==> src/design/brbp_pkg.sv <==
// Shared types and codes for the byte ring buffer with peek.
// Used by the controller, the datapath, the top level and the checker.
package brbp_pkg;

   // Default sizes handed to the top level parameters
   localparam int DEPTH_DEF     = 1024;
   localparam int MAX_BURST_DEF = 64;

   // Request kinds
   typedef enum logic [2:0] {
      KIND_APPEND  = 3'd0,
      KIND_PREPEND = 3'd1,
      KIND_GET     = 3'd2,
      KIND_REMOVE  = 3'd3,
      KIND_PEEK    = 3'd4,
      KIND_SEEK    = 3'd5,
      KIND_CURSOR  = 3'd6,
      KIND_CLEAR   = 3'd7
   } kind_type;

   // Result status codes
   typedef enum logic [2:0] {
      ST_OK      = 3'd0,
      ST_FULL    = 3'd1,
      ST_NOSPACE = 3'd2,
      ST_NODATA  = 3'd3,
      ST_BADLEN  = 3'd4
   } status_type;

   // Open block tracking
   typedef enum logic [1:0] {
      MODE_IDLE    = 2'd0,
      MODE_APPEND  = 2'd1,
      MODE_PREPEND = 2'd2,
      MODE_DROP    = 2'd3
   } mode_type;

   // Controller states
   typedef enum logic [2:0] {
      S_IDLE = 3'b001,
      S_READ = 3'b010,
      S_SEND = 3'b100
   } state_type;

   // Controller to datapath commands
   typedef struct packed {
      logic accept;     // take the request item this cycle
      logic csr_we;     // write the capacity register
      logic rd_issue;   // read the next burst byte from the store
      logic rsp_load;   // load the response register
      logic rsp_burst;  // response comes from the store read data
   } cmd_type;

   // Datapath to controller status
   typedef struct packed {
      logic burst;       // request item yields a byte burst
      logic rsp_free;    // response register can take an item
      logic burst_last;  // current burst byte is the final one
   } sts_type;

endpackage

==> src/design/brbp_ctrl.sv <==
// Controller for the byte ring buffer: one-hot state machine that sequences
// request intake and get/peek bursts. Depends on brbp_pkg.
module brbp_ctrl (
   input  logic               clock,
   input  logic               reset,
   input  logic               req_valid,
   output logic               req_stall,
   input  logic               csr_valid,
   output logic               csr_ready,
   input  brbp_pkg::sts_type  sts,
   output brbp_pkg::cmd_type  cmd
);
   import brbp_pkg::*;

   state_type state_ff;
   state_type state_in;

   // Next state and commands; hold requests while a capacity write is offered
   always_comb begin
      state_in   = state_ff;
      cmd        = '0;
      csr_ready  = (state_ff == S_IDLE);
      cmd.csr_we = csr_valid && csr_ready;
      req_stall  = !((state_ff == S_IDLE) && sts.rsp_free && !csr_valid);
      case (state_ff)
         S_IDLE: begin
            if (req_valid && !req_stall) begin
               cmd.accept = 1'b1;
               if (sts.burst) begin
                  state_in = S_READ;
               end else begin
                  cmd.rsp_load = 1'b1;
               end
            end
         end
         S_READ: begin
            cmd.rd_issue = 1'b1;
            state_in     = S_SEND;
         end
         S_SEND: begin
            if (sts.rsp_free) begin
               cmd.rsp_load  = 1'b1;
               cmd.rsp_burst = 1'b1;
               state_in      = sts.burst_last ? S_IDLE : S_READ;
            end
         end
         default: begin
            state_in = S_IDLE;
         end
      endcase
   end

   // State register
   always_ff @(posedge clock) begin
      if (reset) begin
         state_ff <= S_IDLE;
      end else begin
         state_ff <= state_in;
      end
   end

endmodule

==> config.mk <==
export PLATFORM = sky130hd
export DESIGN_NAME = brbp_ctrl
export DESIGN_NICKNAME = d
export VERILOG_FILES = /design/src/design/brbp_pkg.sv /design/src/design/brbp_ctrl.sv
export SDC_FILE = /design/constraint.sdc
export NUM_CORES = 1
export LEC_CHECK = 0
export BUFFER_PORTS_ARGS = -buffer_cell sky130_fd_sc_hd__clkbuf_2
export CORE_AREA = 2 2 39 41
export DETAILED_ROUTE_END_ITERATION = 12
export DIE_AREA = 0 0 41 43
export GPL_ROUTABILITY_DRIVEN = 0
export PLACE_DENSITY = 0.44
export SLEW_MARGIN = 15
export SYNTH_ARGS = -nofsm -noshare
export SYNTH_HDL_FRONTEND = slang
export SYNTH_SLANG_ARGS = --single-unit
export TNS_END_PERCENT = 1
==> constraint.sdc <==
create_clock -name clock -period 1.6 [get_ports clock]
set_input_delay 0.32 -clock clock [delete_from_list [all_inputs] [get_ports clock]]
set_output_delay 0.32 -clock clock [all_outputs]
set_load 0.005 [all_outputs]
Yosys cells after proc, flatten, opt, wreduce, memory -nomap -nowiden

Cells that the tools add are included.

Flip-flop bits (word level): 3
Bits of input ports: 7
Output and inout bits: 7
Logic and storage cells: 27

Equal/unequal tests: 6
Multiplexer cells: 13
Reductions and logical operators: 7

Operators with widths:

| kind                 | number |
|---|---|
| $mux W3              | 3 |
| $pmux W3 S3          | 1 |
| $mux W1              | 6 |
| $logic_and A1 B1 Y1  | 4 |
| $mux W2              | 2 |
| $ne A2 B1 Y1 const B | 2 |
| $eq A3 B1 Y1 const B | 1 |
| $eq A3 B2 Y1 const B | 1 |
| $eq A3 B3 Y1 const B | 1 |
| $reduce_and A3 Y1    | 1 |
| $logic_not A1 Y1     | 2 |
| $ne A2 B2 Y1 const B | 1 |
| $pmux W1 S2          | 1 |

Logic depth before layout (Yosys ltp)

Word-level depth: 6
Depth in mapped cells: 3
Mapped depth without buffers: 3

Worst setup path after synthesis

Ideal clock, no wire load.

Path kind: register -> output
Start: register state_ff[2]
End: output port cmd[1] in the netlist's numbering
Arrival: 0.946 ns
Required time: 1.280 ns
Slack: 0.334 ns
Cell stages (with the launch flop): 4
Buffers on the path: 0
Path through: dfxtp_1 -> nand2b_4 -> or3_1 -> a21oi_1

RTL lines:

| what                     | RTL line        | source |
|---|---|---|
| start: declaration       | brbp_ctrl.sv:15 | `state_type state_ff;` |
| start signal: assignment | brbp_ctrl.sv:58 | `state_ff <= state_in;` |
| end: declaration         | brbp_ctrl.sv:11 | `output brbp_pkg::cmd_type cmd` |

==> results by stage <==
Setup path:
- The number of cells on the worst reg-to-reg path is 4.
- The worst register-to-register path ends at state_ff[0].
- Data on the critical path is required at its endpoint by 1280 ps.
- The type of element capturing the critical path is an output port.
- For the worst setup path, the data arrival time is 1270 ps.
- The worst setup path is of the flip-flop to output port kind.
- STA classifies the critical path startpoint as a flip-flop.
- The highest fanout seen on the critical path is 4.
- The worst reg2reg path startpoint is state_ff[2].
- The minimum setup slack among reg-to-reg paths is 230 ps.

Clock tree:
- Clock tree synthesis selected as its root buffer the cell sky130_fd_sc_hd__clkbuf_4.
- The CTS tree is done.
- The clock buffer count from CTS is 3.
- The register clock-pin slew on the reported worst setup and hold paths is 40 ps.
- The maximum clock insertion buffer count is 2.
- The depth of the CTS H-tree is 1.
- The source-to-sink clock delay at the later pin of the worst-skew pair is 230 ps.
- The clock drives 3 sinks.

Synthesis:
- The most common flop cell mapped by yosys is sky130_fd_sc_hd__dfxtp_1.
- For this run, the number of Yosys warnings is 0.
- The number of synthesized flops with an enable pin is 0.
- Sorting the synthesized cells by how often they occur yields 4 x sky130_fd_sc_hd__nand2b_1, 4 x sky130_fd_sc_hd__nor2_1, 3 x sky130_fd_sc_hd__and2_1, 3 x sky130_fd_sc_hd__dfxtp_1.
- Counting flops and latches in the post-synthesis netlist gives 3.
- Averaged over all synthesized cells, the footprint is 8.156 um^2.
- The area share of the largest cell type after synthesis is 27.27%.
- Synthesis instantiated 15 different standard cells from the library.
- Counting every net in the synthesized netlist gives 34.
- The cell accounting for the most synthesized area is sky130_fd_sc_hd__dfxtp_1.
- The mapped netlist covers 220.2 um^2.
- Ranked by total cell area, the synthesized netlist is headed by sky130_fd_sc_hd__dfxtp_1 27%, sky130_fd_sc_hd__nand2b_4 13%, sky130_fd_sc_hd__nand2b_1 11%.
- Summing the sequential cell areas from Yosys gives 27.27% of the chip area.
- Synthesis produced a netlist whose cell count is 27.
- For this run, asynchronously set or reset flops after synthesis account for 0%.

Floorplanning:
- The die outline area is 1763 um^2.
- The vertical die dimension is 43 um.
- The core region is 1384 um^2.
- The horizontal die dimension is 41 um.
- The row count is 14.
- The number of I/O pins is 14.
- Once the floorplan was initialized, standard cells occupied 15.91% of the core.

Layout:
- The count of cells in the finished layout, fillers not included, comes to 61.
- The largest registers in the layout are state_ff (3).
- The net count reported at finish is 53.
- From synthesis to final layout, the design area changed by 57.95%.
- The largest register by flop count is state_ff.
- The register with the most flip-flops in the layout has 3 of them.
- After routing the design area is 347.8 um^2.
- The post-route netlist has 57.78% of its cells at a drive strength greater than 1.
- The core occupancy in the finished layout is 25.14%.
- 0 antenna diodes ended up in the layout.

Timing:
- The final-layout worst hold slack is 281.7 ps.
- For the pin with the worst max-slew slack, the measured transition is 162.7 ps.
- Setup repair after global routing could not meet its margin everywhere.
- The slack of the critical path is 13.51 ps.
- The clock tree skew after final layout is 1.647 ps.
- The period utilization is 99.16%.
- After routing, the total negative slack on setup checks comes to 0 ps.
- The fmax is 630.3 MHz.
- The clock period minus final worst setup slack is 1586 ps.
- The final-report hold violation count is 0.
- The max-slew violation total from the final report is 0.
- The setup-violating endpoint count in the final report is 0.
- The worst slew margin relative to its limit is 89.04%.

Power and ir drop:
- The leakage power figure is 0.1484 nW.
- The ratio of total power to cell area is 705.6 nW/um^2.
- The worst supply voltage drop on vdd is 0.2515 mV.
- The total power is 0.2454 mW.

Global route:
- The met3 routing resource usage after global routing is 4.712%.
- The via count of the first global-routing pass is 214.
- The met1 demand-to-capacity share in global routing is 7.668%.
- Entering global routing, the biggest net connects 6 pins.
- The overall overflow remaining after global route is 0.
- The global routing stage identified its most utilized layer as met2.
- The global-route usage over all layers is 7.114%.
- The met2 usage in global routing is 9.063%.
- The first global-routing pass estimated 772 um of wire.
- The initial antenna violation count is 0.

Routing:
- The ratio of routed vias to standard cells is 4.033.
- The routed wire length is 521 um.
- The detail route stage leaves a number of antenna-violating nets equal to 0.
- In the routed design, unresolved DRC markers number 0.
- The detailed router placed 246 vias in this run.
- The pre-antenna-repair detailed-routing pass consisted of 2 iterations.
- The DRC marker count from the first detailed-route iteration is 2.
- Dividing the detail-routed wire length by the instance count gives 8.541 um.

Worst hold path:
- The path class of the tightest hold or removal check is input port to flip-flop.
- The worst hold path passes through 2 cells.
- For hold timing, the worst endpoint is state_ff[1].
- The startpoint identified for the worst hold timing path is reset.

Placement:
- The count of buffers inserted at the top-level ports is 13.
- The number of cells after detailed placement is 56.
- The worst-case setup slack after placement is 142.2 ps.
- Summing all placed instances gives a cell area of 305.3 um^2.
- The HPWL after detailed placement is 418 um.

Run status:
- The flow ran to the end, and the final reports show no timing, DRC or antenna violations.

Flow run:
- The tool flagged a number of max-cap violations equal to 0.
## how the worst max path moves through the flow
stage	from	end	slack [ps]	cells after the start
finish	state_ff[2]	cmd[1]	10	4
global route	state_ff[2]	cmd[1]	-50	4
CTS	state_ff[2]	cmd[1]	-1	4
detailed placement	csr_valid	cmd[1]	140	5
global placement	csr_valid	cmd[1]	130	5
floorplan	state_ff[2]	cmd[1]	330	3
## placed cells by master, fill, tap and decap left out, drive strengths merged
cell type,n
buf,1
o21ai,2
dfxtp,3
nand3b,1
nor3,1
clkinvlp,1
and2,3
or4,1
or3,2
a2bb2oi,1
a21oi,2
clkbuf,17
nand2b,6
nor2,4
## metal layers
metal | vias up | wire (um)
met1 | 109 | 228
met5 | - | 0
met4 | 0 | 0
met2 | 8 | 256
li1 | 129 | -
met3 | 0 | 36
## area by class of cell
class	instances	area [um^2]
Multi-Input combinational cell	23	161.4
Tap cell	16	20.02
Clock buffer	4	26.28
Sequential cell	3	62.56
Timing Repair Buffer	14	72.57
Fill cell	159	1036
Inverter	1	5.005
## worst max-delay path, cell delays in order (launching register included)
cell and delay [ps]:
sky130_fd_sc_hd__dfxtp_2 320, sky130_fd_sc_hd__nand2b_4 130, sky130_fd_sc_hd__or3_1 350, sky130_fd_sc_hd__a21oi_2 120, sky130_fd_sc_hd__clkbuf_2 110
## power breakdown
| group | total [mW] | internal [mW] | switching, mW | leakage [nW] |
|---|---|---|---|---|
| combinational | 0.0337 | 0.0184 | 0.0154 | 0.109 |
| clock | 0.134 | 0.0936 | 0.0409 | 0.0150 |
| sequential | 0.0772 | 0.0761 | 0.00108 | 0.0243 |
## what timing repair did
action                     4_1_cts  5_1_grt
setup endpoints to repair        1        3
pin swaps                        1        0
hold buffers                     0        0
resized for setup                2        2
buffers inserted                 1        0
cloned                           0        0
## logic make-up after synthesis
family | after synthesis | share of synthesized area, %
AND/OR/NAND/NOR | 18 | 55.68
flip-flops | 3 | 27.27
AO/OA/AOI/OAI | 5 | 14.77
buffers and inverters | 1 | 2.271
(Power assumes the default switching activity.)
